[src/design/rhc_pkg.sv]
// ============================================================================
// rhc_pkg - shared types and constants for the RGB to HLS converter
// Channel and divider widths, max-channel codes and stage payload structs.
// ============================================================================
package rhc_pkg;

	localparam int CHAN_W   = 8;
	localparam int CHAN_MAX = 255;

	// long-division datapath: 17-bit dividend covers 510 * 252 + 255
	localparam int DIV_NW = 17;
	localparam int DIV_DW = 9;

	// lightness: (sum * scale + 255) / 510 as a reciprocal product,
	// ceil(2^26 / 510); exact for dividends below 132626
	localparam int LIGHT_RECIP = 131587;
	localparam int LIGHT_SHIFT = 26;

	localparam logic [1:0] MAX_RED   = 2'd0;
	localparam logic [1:0] MAX_GREEN = 2'd1;
	localparam logic [1:0] MAX_BLUE  = 2'd2;

	typedef logic [CHAN_W-1:0] chan_t;
	typedef logic [DIV_NW-1:0] num_t;
	typedef logic [DIV_DW-1:0] den_t;

	typedef struct packed {
		logic       valid;
		logic       achro;
		logic [1:0] max_sel;
		chan_t      light;
	} side_t;

	typedef struct packed {
		num_t  sat_num;
		den_t  sat_den;
		num_t  rd_num;
		num_t  gd_num;
		num_t  bd_num;
		den_t  spread_den;
		side_t side;
	} div_req_t;

	typedef struct packed {
		chan_t hue;
		chan_t lightness;
		chan_t saturation;
	} res_t;

endpackage

[src/design/rhc_rgb_if.sv]
// ============================================================================
// rhc_rgb_if - pixel channel
// Valid/ready channel carrying one 8-bit RGB pixel per transfer.
// ============================================================================
interface rhc_rgb_if;
	logic          valid;
	logic          ready;
	rhc_pkg::chan_t red;
	rhc_pkg::chan_t green;
	rhc_pkg::chan_t blue;

	modport source (output valid, output red, output green, output blue, input ready);
	modport sink   (input valid, input red, input green, input blue, output ready);
endinterface

[src/design/rhc_hls_if.sv]
// ============================================================================
// rhc_hls_if - HLS result channel
// Valid/ready channel carrying hue, lightness and saturation per transfer.
// ============================================================================
interface rhc_hls_if;
	logic          valid;
	logic          ready;
	rhc_pkg::chan_t hue;
	rhc_pkg::chan_t lightness;
	rhc_pkg::chan_t saturation;

	modport source (output valid, output hue, output lightness, output saturation,
		input ready);
	modport sink   (input valid, input hue, input lightness, input saturation,
		output ready);
endinterface

[src/design/rgb_to_hls_converter.sv]
// ============================================================================
// rgb_to_hls_converter - RGB pixel to hue/lightness/saturation
// Top level: front stages, division pipeline, hue stage and output skid.
// ============================================================================
// Usage:
//   pixel  : valid/ready sink, one 8-bit RGB pixel per transfer.
//   result : valid/ready source, hue, lightness and saturation on a
//            0..HLS_SCALE scale, one result per pixel, in order.
//   Throughput is one pixel per clock cycle while pixel.ready is high. From
//   the pixel transfer to result.valid, a pixel passes four front stages,
//   a 17-stage restoring divider (one quotient bit per stage) and the hue
//   stage, with the output register behind them.
//   Grey pixels give saturation 0 and hue HLS_SCALE*2/3.
//   Reset clears all valid bits; the pipeline is empty and ready after it.
//   When the receiver stalls, the output register holds its result and one
//   more result drops into a skid register; only then does pixel.ready go
//   low and the whole pipeline freeze until the skid register drains.
// ============================================================================
module rgb_to_hls_converter #(
	parameter int HLS_SCALE = 240
) (
	input  logic      clk,
	input  logic      arst_n,
	rhc_rgb_if.sink   pixel,
	rhc_hls_if.source result
);

	logic              en;
	rhc_pkg::div_req_t req;
	rhc_pkg::side_t    side_q [rhc_pkg::DIV_NW];
	rhc_pkg::num_t     sat_quo, rd_quo, gd_quo, bd_quo;
	logic              fin_valid;
	rhc_pkg::res_t     fin;
	logic              out_v_q, skid_v_q, out_free;
	rhc_pkg::res_t     out_q, skid_q;

	assign en          = !skid_v_q;
	assign pixel.ready = en;
	assign out_free    = !out_v_q || result.ready;

	rhc_prep #(.HLS_SCALE(HLS_SCALE)) u_prep (
		.clk      (clk),
		.arst_n   (arst_n),
		.en       (en),
		.in_valid (pixel.valid),
		.red      (pixel.red),
		.green    (pixel.green),
		.blue     (pixel.blue),
		.req      (req)
	);

	rhc_div #(.NW(rhc_pkg::DIV_NW), .DW(rhc_pkg::DIV_DW)) u_div_sat (
		.clk(clk), .en(en), .num(req.sat_num), .den(req.sat_den), .quo(sat_quo)
	);
	rhc_div #(.NW(rhc_pkg::DIV_NW), .DW(rhc_pkg::DIV_DW)) u_div_rd (
		.clk(clk), .en(en), .num(req.rd_num), .den(req.spread_den), .quo(rd_quo)
	);
	rhc_div #(.NW(rhc_pkg::DIV_NW), .DW(rhc_pkg::DIV_DW)) u_div_gd (
		.clk(clk), .en(en), .num(req.gd_num), .den(req.spread_den), .quo(gd_quo)
	);
	rhc_div #(.NW(rhc_pkg::DIV_NW), .DW(rhc_pkg::DIV_DW)) u_div_bd (
		.clk(clk), .en(en), .num(req.bd_num), .den(req.spread_den), .quo(bd_quo)
	);

	// sideband follows the divider stages
	always_ff @(posedge clk or negedge arst_n) begin
		if (!arst_n) begin
			for (int i = 0; i < rhc_pkg::DIV_NW; i++) begin
				side_q[i] <= '0;
			end
		end else if (en) begin
			side_q[0] <= req.side;
			for (int i = 1; i < rhc_pkg::DIV_NW; i++) begin
				side_q[i] <= side_q[i-1];
			end
		end
	end

	rhc_hue #(.HLS_SCALE(HLS_SCALE)) u_hue (
		.clk       (clk),
		.arst_n    (arst_n),
		.en        (en),
		.side      (side_q[rhc_pkg::DIV_NW-1]),
		.sat_quo   (sat_quo),
		.rd_quo    (rd_quo),
		.gd_quo    (gd_quo),
		.bd_quo    (bd_quo),
		.fin_valid (fin_valid),
		.fin       (fin)
	);

	// output register with one-deep skid
	always_ff @(posedge clk or negedge arst_n) begin
		if (!arst_n) begin
			out_v_q  <= 1'b0;
			skid_v_q <= 1'b0;
		end else if (skid_v_q) begin
			if (result.ready) begin
				skid_v_q <= 1'b0;
			end
		end else if (fin_valid && !out_free) begin
			skid_v_q <= 1'b1;
		end else if (out_free) begin
			out_v_q <= fin_valid;
		end
	end

	always_ff @(posedge clk) begin
		if (skid_v_q) begin
			if (result.ready) begin
				out_q <= skid_q;
			end
		end else if (fin_valid && !out_free) begin
			skid_q <= fin;
		end else if (out_free) begin
			out_q <= fin;
		end
	end

	assign result.valid      = out_v_q;
	assign result.hue        = out_q.hue;
	assign result.lightness  = out_q.lightness;
	assign result.saturation = out_q.saturation;

	a_skid_implies_out: assert property (@(posedge clk) disable iff (!arst_n)
		skid_v_q |-> out_v_q)
		else $error("skid holds a result while output register is empty");

	a_skid_drain: assert property (@(posedge clk) disable iff (!arst_n)
		skid_v_q && result.ready |=> !skid_v_q && out_v_q)
		else $error("skid result not moved to output after transfer");

	a_out_range: assert property (@(posedge clk) disable iff (!arst_n)
		out_v_q |-> out_q.hue <= rhc_pkg::chan_t'(HLS_SCALE)
			&& out_q.lightness <= rhc_pkg::chan_t'(HLS_SCALE)
			&& out_q.saturation <= rhc_pkg::chan_t'(HLS_SCALE))
		else $error("result field above scale");

endmodule

[src/design/rhc_prep.sv]
// ============================================================================
// rhc_prep - front stages of the converter
// Max/min, sum/spread and deltas, scaled products, then rounded dividends
// and divisors for the division pipeline and the lightness by reciprocal
// multiplication. Four register stages.
// ============================================================================
module rhc_prep #(
	parameter int HLS_SCALE = 240
) (
	input  logic              clk,
	input  logic              arst_n,
	input  logic              en,
	input  logic              in_valid,
	input  rhc_pkg::chan_t    red,
	input  rhc_pkg::chan_t    green,
	input  rhc_pkg::chan_t    blue,
	output rhc_pkg::div_req_t req
);

	localparam int SIXTH   = HLS_SCALE / 6;
	localparam int LOW_LIM = 2 * rhc_pkg::CHAN_MAX * (HLS_SCALE / 2 + 1);

	// stage 1
	logic           v_s1;
	rhc_pkg::chan_t r_s1, g_s1, b_s1, hi_s1, lo_s1;
	logic [1:0]     max_sel_s1;
	// stage 2
	logic           v_s2;
	rhc_pkg::den_t  sum_s2;
	rhc_pkg::chan_t spread_s2, dr_s2, dg_s2, db_s2;
	logic [1:0]     max_sel_s2;
	// stage 3
	logic           v_s3, achro_s3;
	rhc_pkg::den_t  sum_s3;
	rhc_pkg::chan_t spread_s3;
	rhc_pkg::num_t  light_num_s3, spr_x_s3, drx_s3, dgx_s3, dbx_s3;
	logic [1:0]     max_sel_s3;
	// stage 4
	logic           v_s4, achro_s4;
	logic [1:0]     max_sel_s4;
	rhc_pkg::chan_t light_s4;
	rhc_pkg::num_t  sat_num_s4, rd_num_s4, gd_num_s4, bd_num_s4;
	rhc_pkg::den_t  sat_den_s4, spread_den_s4;

	rhc_pkg::chan_t hi_c, lo_c;
	logic [1:0]     max_sel_c;
	logic           low_c;
	rhc_pkg::den_t  sat_den_c;
	logic [33:0]    light_prod_c;

	always_comb begin
		if (red >= green && red >= blue) begin
			max_sel_c = rhc_pkg::MAX_RED;
			hi_c      = red;
		end else if (green >= blue) begin
			max_sel_c = rhc_pkg::MAX_GREEN;
			hi_c      = green;
		end else begin
			max_sel_c = rhc_pkg::MAX_BLUE;
			hi_c      = blue;
		end
		lo_c = (red < green) ? red : green;
		if (blue < lo_c) begin
			lo_c = blue;
		end
	end

	always_comb begin
		low_c        = light_num_s3 < rhc_pkg::num_t'(LOW_LIM);
		sat_den_c    = low_c ? sum_s3 : rhc_pkg::den_t'(2 * rhc_pkg::CHAN_MAX) - sum_s3;
		light_prod_c = 34'(light_num_s3) * 34'(rhc_pkg::LIGHT_RECIP);
	end

	always_ff @(posedge clk or negedge arst_n) begin
		if (!arst_n) begin
			v_s1 <= 1'b0;
			v_s2 <= 1'b0;
			v_s3 <= 1'b0;
			v_s4 <= 1'b0;
		end else if (en) begin
			v_s1 <= in_valid;
			v_s2 <= v_s1;
			v_s3 <= v_s2;
			v_s4 <= v_s3;
		end
	end

	always_ff @(posedge clk) begin
		if (en) begin
			r_s1       <= red;
			g_s1       <= green;
			b_s1       <= blue;
			hi_s1      <= hi_c;
			lo_s1      <= lo_c;
			max_sel_s1 <= max_sel_c;

			sum_s2     <= rhc_pkg::den_t'(hi_s1) + rhc_pkg::den_t'(lo_s1);
			spread_s2  <= hi_s1 - lo_s1;
			dr_s2      <= hi_s1 - r_s1;
			dg_s2      <= hi_s1 - g_s1;
			db_s2      <= hi_s1 - b_s1;
			max_sel_s2 <= max_sel_s1;

			sum_s3       <= sum_s2;
			spread_s3    <= spread_s2;
			achro_s3     <= (spread_s2 == '0);
			light_num_s3 <= rhc_pkg::num_t'(sum_s2) * rhc_pkg::num_t'(HLS_SCALE)
				+ rhc_pkg::num_t'(rhc_pkg::CHAN_MAX);
			spr_x_s3     <= rhc_pkg::num_t'(spread_s2) * rhc_pkg::num_t'(HLS_SCALE);
			drx_s3       <= rhc_pkg::num_t'(dr_s2) * rhc_pkg::num_t'(SIXTH);
			dgx_s3       <= rhc_pkg::num_t'(dg_s2) * rhc_pkg::num_t'(SIXTH);
			dbx_s3       <= rhc_pkg::num_t'(db_s2) * rhc_pkg::num_t'(SIXTH);
			max_sel_s3   <= max_sel_s2;

			light_s4      <= light_prod_c[rhc_pkg::LIGHT_SHIFT +: rhc_pkg::CHAN_W];
			sat_den_s4    <= sat_den_c;
			sat_num_s4    <= spr_x_s3 + rhc_pkg::num_t'(sat_den_c >> 1);
			rd_num_s4     <= drx_s3 + rhc_pkg::num_t'(spread_s3 >> 1);
			gd_num_s4     <= dgx_s3 + rhc_pkg::num_t'(spread_s3 >> 1);
			bd_num_s4     <= dbx_s3 + rhc_pkg::num_t'(spread_s3 >> 1);
			spread_den_s4 <= rhc_pkg::den_t'(spread_s3);
			achro_s4      <= achro_s3;
			max_sel_s4    <= max_sel_s3;
		end
	end

	always_comb begin
		req.sat_num      = sat_num_s4;
		req.sat_den      = sat_den_s4;
		req.rd_num       = rd_num_s4;
		req.gd_num       = gd_num_s4;
		req.bd_num       = bd_num_s4;
		req.spread_den   = spread_den_s4;
		req.side.valid   = v_s4;
		req.side.achro   = achro_s4;
		req.side.max_sel = max_sel_s4;
		req.side.light   = light_s4;
	end

endmodule

[src/design/rhc_div.sv]
// ============================================================================
// rhc_div - pipelined restoring divider
// One quotient bit per stage, NW stages.
// ============================================================================
module rhc_div #(
	parameter int NW = 17,
	parameter int DW = 9
) (
	input  logic          clk,
	input  logic          en,
	input  logic [NW-1:0] num,
	input  logic [DW-1:0] den,
	output logic [NW-1:0] quo
);

	logic [DW-1:0] rem_q [NW-1];
	logic [DW-1:0] den_q [NW-1];
	logic [NW-1:0] nq_q  [NW];

	genvar k;
	for (k = 0; k < NW; k++) begin : g_step
		logic [DW-1:0] rem_in, den_in;
		logic [NW-1:0] nq_in;
		logic [DW:0]   trial, diff;
		logic          ge;

		if (k == 0) begin : g_first
			assign rem_in = '0;
			assign den_in = den;
			assign nq_in  = num;
		end else begin : g_next
			assign rem_in = rem_q[k-1];
			assign den_in = den_q[k-1];
			assign nq_in  = nq_q[k-1];
		end

		assign trial = {rem_in, nq_in[NW-1]};
		assign diff  = trial - {1'b0, den_in};
		assign ge    = trial >= {1'b0, den_in};

		always_ff @(posedge clk) begin
			if (en) begin
				nq_q[k] <= {nq_in[NW-2:0], ge};
			end
		end

		if (k < NW - 1) begin : g_rem
			always_ff @(posedge clk) begin
				if (en) begin
					rem_q[k] <= ge ? diff[DW-1:0] : trial[DW-1:0];
					den_q[k] <= den_in;
				end
			end
		end
	end

	assign quo = nq_q[NW-1];

endmodule

[src/design/rhc_hue.sv]
// ============================================================================
// rhc_hue - final stage
// Combines per-channel quotients into hue with wrap, applies the grey-pixel
// case and registers the finished result.
// ============================================================================
module rhc_hue #(
	parameter int HLS_SCALE = 240
) (
	input  logic           clk,
	input  logic           arst_n,
	input  logic           en,
	input  rhc_pkg::side_t side,
	input  rhc_pkg::num_t  sat_quo,
	input  rhc_pkg::num_t  rd_quo,
	input  rhc_pkg::num_t  gd_quo,
	input  rhc_pkg::num_t  bd_quo,
	output logic           fin_valid,
	output rhc_pkg::res_t  fin
);

	localparam logic signed [9:0] SCALE_S = 10'(HLS_SCALE);
	localparam logic signed [9:0] THIRD_S = 10'(HLS_SCALE / 3);
	localparam logic signed [9:0] TWO3_S  = 10'(HLS_SCALE * 2 / 3);
	localparam rhc_pkg::chan_t    GREY_HUE = rhc_pkg::chan_t'(HLS_SCALE * 2 / 3);

	logic signed [9:0] rd_e, gd_e, bd_e, hue_raw, hue_pos, hue_fin;
	rhc_pkg::res_t     res_c;
	logic              v_s1;
	rhc_pkg::res_t     res_s1;

	assign rd_e = {2'b00, rd_quo[7:0]};
	assign gd_e = {2'b00, gd_quo[7:0]};
	assign bd_e = {2'b00, bd_quo[7:0]};

	always_comb begin
		unique case (side.max_sel)
			rhc_pkg::MAX_RED:   hue_raw = bd_e - gd_e;
			rhc_pkg::MAX_GREEN: hue_raw = THIRD_S + rd_e - bd_e;
			rhc_pkg::MAX_BLUE:  hue_raw = TWO3_S + gd_e - rd_e;
			default:            hue_raw = '0;
		endcase
		hue_pos = (hue_raw < 0) ? hue_raw + SCALE_S : hue_raw;
		hue_fin = (hue_pos > SCALE_S) ? hue_pos - SCALE_S : hue_pos;

		res_c.lightness  = side.light;
		res_c.hue        = side.achro ? GREY_HUE : hue_fin[7:0];
		res_c.saturation = side.achro ? '0 : sat_quo[7:0];
	end

	always_ff @(posedge clk or negedge arst_n) begin
		if (!arst_n) begin
			v_s1 <= 1'b0;
		end else if (en) begin
			v_s1 <= side.valid;
		end
	end

	always_ff @(posedge clk) begin
		if (en) begin
			res_s1 <= res_c;
		end
	end

	assign fin_valid = v_s1;
	assign fin       = res_s1;

endmodule
[src/flat_wrapper.sv]
// flat-port wrapper written by rule: the top's interface ports become plain ports
module rgb_to_hls_converter_flat 
#(
	parameter int HLS_SCALE = 240
)
  (clk, arst_n, pixel_valid, pixel_red, pixel_green, pixel_blue, pixel_ready, result_valid, result_hue, result_lightness, result_saturation, result_ready);
  rhc_rgb_if pixel_i ();
  rhc_hls_if result_i ();
  input  logic clk;
  input  logic arst_n;
  input wire logic [$bits(pixel_i.valid)-1:0] pixel_valid;
  input wire logic [$bits(pixel_i.red)-1:0] pixel_red;
  input wire logic [$bits(pixel_i.green)-1:0] pixel_green;
  input wire logic [$bits(pixel_i.blue)-1:0] pixel_blue;
  output wire logic [$bits(pixel_i.ready)-1:0] pixel_ready;
  output wire logic [$bits(result_i.valid)-1:0] result_valid;
  output wire logic [$bits(result_i.hue)-1:0] result_hue;
  output wire logic [$bits(result_i.lightness)-1:0] result_lightness;
  output wire logic [$bits(result_i.saturation)-1:0] result_saturation;
  input wire logic [$bits(result_i.ready)-1:0] result_ready;
  assign pixel_i.valid = pixel_valid;
  assign pixel_i.red = pixel_red;
  assign pixel_i.green = pixel_green;
  assign pixel_i.blue = pixel_blue;
  assign pixel_ready = pixel_i.ready;
  assign result_valid = result_i.valid;
  assign result_hue = result_i.hue;
  assign result_lightness = result_i.lightness;
  assign result_saturation = result_i.saturation;
  assign result_i.ready = result_ready;
  rgb_to_hls_converter #(.HLS_SCALE(HLS_SCALE)) u_core (.clk(clk), .arst_n(arst_n), .pixel(pixel_i), .result(result_i));
endmodule
[config.mk]
export PLATFORM = sky130hd
export DESIGN_NAME = rgb_to_hls_converter_flat
export DESIGN_NICKNAME = d
export VERILOG_FILES = /design/src/design/rhc_pkg.sv /design/src/design/rhc_rgb_if.sv /design/src/design/rhc_hls_if.sv /design/src/design/rgb_to_hls_converter.sv /design/src/design/rhc_prep.sv /design/src/design/rhc_div.sv /design/src/design/rhc_hue.sv /design/src/flat_wrapper.sv
export SDC_FILE = /design/constraint.sdc
export NUM_CORES = 2
export LEC_CHECK = 0
export ABC_AREA = 0
export BUFFER_PORTS_ARGS = -buffer_cell sky130_fd_sc_hd__buf_2
export CAP_MARGIN = 20
export CORE_ASPECT_RATIO = 0.8
export CORE_UTILIZATION = 64
export CTS_BUF_LIST = sky130_fd_sc_hd__clkbuf_16
export CTS_CLUSTER_DIAMETER = 120
export DETAILED_ROUTE_END_ITERATION = 8
export GPL_TIMING_DRIVEN = 0
export PLACE_DENSITY = 0.8
export SKIP_LAST_GASP = 1
export SYNTH_ARGS = -nofsm -noshare
export SYNTH_HDL_FRONTEND = slang
export SYNTH_SLANG_ARGS = --single-unit
[constraint.sdc]
create_clock -name clk -period 37.1 [get_ports clk]
set_input_delay 1.855 -clock clk [delete_from_list [all_inputs] [get_ports clk]]
set_output_delay 1.855 -clock clk [all_outputs]
set_load 0.01 [all_outputs]
==> impl_metrics.py <==
metrics = {
    "layout": {
        "nets": 8162,
        "fin_area_um2": 99800,
        "drive_gt1_share_pct": 8.91,
        "area_growth_pct": 9.59,
    },
    "die": {
        "io_pins": 54,
        "start_util_pct": 64.6,
        "dieArea_um2": 144000,
        "die_h_um": 339,
        "die_w_um": 424,
        "rows": 123,
        "core_um2": 141000,
    },
    "critical_path": {
        "crit_family": "buffers and inverters",
        "cpPeakStageDelay_ps": 560,
        "start_kind": "flip-flop",
        "cp_common_cell": "buf_16",
        "worst-path-max-fanout": 136,
        "worstPathArrival_ps": 4280,
        "critical_path.cell_chain": "clkbuf_1 > inv_8 > buf_16 > buf_16 > buf_16 > buf_2",
        "cp.required_ps": 35240,
        "endpoint_kind": "primary output",
        "critPathSlowestCell": "inv_8",
        "path_class": "reg -> out",
        "worst-path-buf-inv": 6,
    },
    "timing": {
        "post-route-period-util_pct": 16.5,
        "maxSlewViolCount": 0,
        "tightest_slew_ps": 1070,
        "finalSetupViolCount": 0,
        "slew_headroom_pct": 28.6,
        "hold_viol_final": 0,
        "fin_crit_ps": 6140,
        "rsz0062_at_grt": "false",
        "finClkSkew_ps": 30.2,
        "fmax_mhz": 163,
        "hold-worst-slack_ps": 400,
    },
    "synthesis": {
        "syn_inst": 7002,
        "synth_warnings": 0,
        "yosysTopAreaCell": "edfxtp_1",
        "ys_types": 70,
        "synth_flop_cell": "edfxtp_1",
        "synth_area_leaders": "edfxtp_1, ha_1, dfrtp_1",
        "synth_top_area_share_pct": 52.6,
        "synthesis.nets": 7920,
        "ys_seq_area_share_pct": 58.4,
        "synth_edf_count": 1596,
        "syn-cell-area_um2": 91000,
        "synth_area_per_cell_um2": 13.0,
        "async_reset_ff_share_pct": 11.7,
        "ys_ff_latch": 1807,
    },
    "place": {
        "dp_hpwl_um": 125000,
        "port_buffers": 53,
        "gp_congestion": 0.898,
        "placed_area_um2": 94100,
    },
    "clock_network": {
        "clk_pin_slew_worst_paths_ps": 70,
        "cts_resized": 0,
        "cts_setup_buffers": 0,
        "root_buffer": "clkbuf_16",
        "cts_made_buffers": 170,
        "cts_tree": "yes",
        "clock_path_buffers": 3,
        "clkLatencyLatePin_ps": 830,
        "ctsHtreeMaxLevel": 4,
        "cts.hold.buffers_added": 0,
        "clock-sinks": 1807,
    },
    "routing": {
        "viasPerCell": 5.74,
        "wl_per_cell_um": 18.7,
        "first_iter_violations": 3612,
        "vias": 53100,
        "ant_nets": 0,
        "drcViolationCount": 4,
        "drt-total-wl_um": 173000,
        "detail_route.first_pass.iterations": 8,
    },
    "run_status": {
        "status": "finished with violations",
        "violations": "design-rule violations",
    },
    "grt": {
        "grt_overflow": 0,
        "grt_pass1_wl_um": 278000,
        "antenna_found_initial": 1,
        "grt.total_usage_pct": 24.3,
        "grt_pass1_vias": 53800,
        "grt_max_degree": 151,
    },
    "hold_path": {
        "hold_path_class": "reg -> reg",
    },
    "flow_run": {
        "cap_violations": 0,
    },
}
[routing by layer]
metal | global-route usage (%) | part of all wire (%)
met5 | 0 | 0.0075
met4 | 8.68 | 3.0
met3 | 3.17 | 4.8
met2 | 41.2 | 49
met1 | 32.5 | 43
[registers in the layout, indices dropped and copies added (netlist names), 13 cells and up]
register,count
u_core.side_q,204
u_core.skid_q,24
u_core.u_div_bd.nq_q,126
u_core.u_div_bd.rem_q,127
u_core.u_div_gd.nq_q,171
u_core.u_div_gd.rem_q,126
u_core.u_div_rd.den_q,70
u_core.u_div_rd.nq_q,126
u_core.u_div_rd.rem_q,143
u_core.u_div_sat.den_q,139
u_core.u_div_sat.nq_q,114
u_core.u_div_sat.rem_q,144
u_core.u_hue.fin,24
u_core.u_prep.light_num_s3,13
u_core.u_prep.sat_num_s4,13
[cell type report]
class                      count  area [um^2]
sequential                  1807        53200
fill                        9141        41100
multi-input combinational   4461        35100
clock buffer                 173         4330
inverter                     638         2400
tap                         1875         2350
clock inverter               143         1340
timing repair buffer          70          676
buffer                        96          367
antenna                        1         2.50
[Yosys cell counts (108+ instances only)]
library cell  number
a21o_1           269
a21oi_1          590
dfrtp_1          211
edfxtp_1        1596
fa_1             110
ha_1             780
inv_1            638
mux2_2           315
nand2_1          134
nand2b_1         111
nand4_1          121
nor2_1           601
nor2b_1          211
o21ai_0          251
xnor2_1          419
xor2_1           108
[path summary, 6_finish.rpt]
| check | from | endpoint | slack, ps | cells past startpoint |
|---|---|---|---|---|
| setup / recovery | u_core.skid_v_q$_DFF_PN0_ | pixel_ready | 30960 | 6 |
| hold / removal | u_core.u_div_sat.nq_q[0][12]$_DFFE_PN_ | u_core.u_div_sat.nq_q[1][13]$_DFFE_PN_ | 400 | 0 |
| setup reg to reg | u_core.u_div_gd.nq_q[0][273]$_DFFE_PN_ | u_core.u_hue.fin[20]$_SDFFCE_PP0N_ | 31890 | 18 |
| hold reg to reg | u_core.u_div_sat.nq_q[0][12]$_DFFE_PN_ | u_core.u_div_sat.nq_q[1][13]$_DFFE_PN_ | 400 | 0 |
| max in group asynchronous | arst_n | u_core.side_q[129]$_DFFE_PN0N_ | 34990 | 2 |
| min in group asynchronous | arst_n | u_core.side_q[9]$_DFFE_PN0N_ | 1030 | 1 |
[logic make-up (layout without fill, tap and decap cells)]
kind of cell | after synthesis | count (layout) | synth area share [%]
flops | 1807 | 1807 | 58.4
simple gates | 1376 | 1376 | 7.41
compound gates | 1331 | 1331 | 8.76
other cells | 0 | 1 | 0
mux | 337 | 337 | 4.14
fa+ha+maj | 890 | 890 | 13.1
xor+xnor | 527 | 527 | 5.07
buf+inv | 734 | 1120 | 3.03
[per-stage QoR]
step / setup WS, ps / utilization [%] / cells / TNS, ps
after global routing: 30720 / 70.8 / 9263 / 0
after detailed placement: 31070 / 66.8 / 8947 / 0
final: 30960 / 70.8 / 9264 / 0
after CTS: 30920 / 70.8 / 9263 / 0
after floorplan: 3790 / - / 7002 / 0
after global placement: -8860 / 66.5 / 8930 / -7548520
[layout by cell type (no fill, tap or decap), types with 18 or more instances in the layout]
| cell type | n |
|---|---|
| edfxtp_1 | 1596 |
| ha_1 | 780 |
| inv_1 | 666 |
| nor2_1 | 601 |
| a21oi_1 | 590 |
| xnor2_1 | 419 |
| mux2_2 | 315 |
| a21o_1 | 269 |
| o21ai_0 | 251 |
| nor2b_1 | 211 |
| dfrtp_1 | 211 |
| clkbuf_16 | 173 |
| nand2_1 | 134 |
| nand4_1 | 121 |
| nand2b_1 | 111 |
| fa_1 | 110 |
| xor2_1 | 108 |
| clkbuf_1 | 89 |
| a21boi_0 | 82 |
| nor3_1 | 58 |
| buf_2 | 58 |
| clkinv_1 | 45 |
| nand3b_1 | 43 |
| nand3_1 | 34 |
| o21bai_1 | 24 |
| a211oi_1 | 23 |
| clkinv_2 | 23 |
| mux2i_1 | 22 |
| bufinv_16 | 18 |
Power is not shown: default switching activity piles up to over one toggle a cycle in this logic, so the estimate is an artifact.
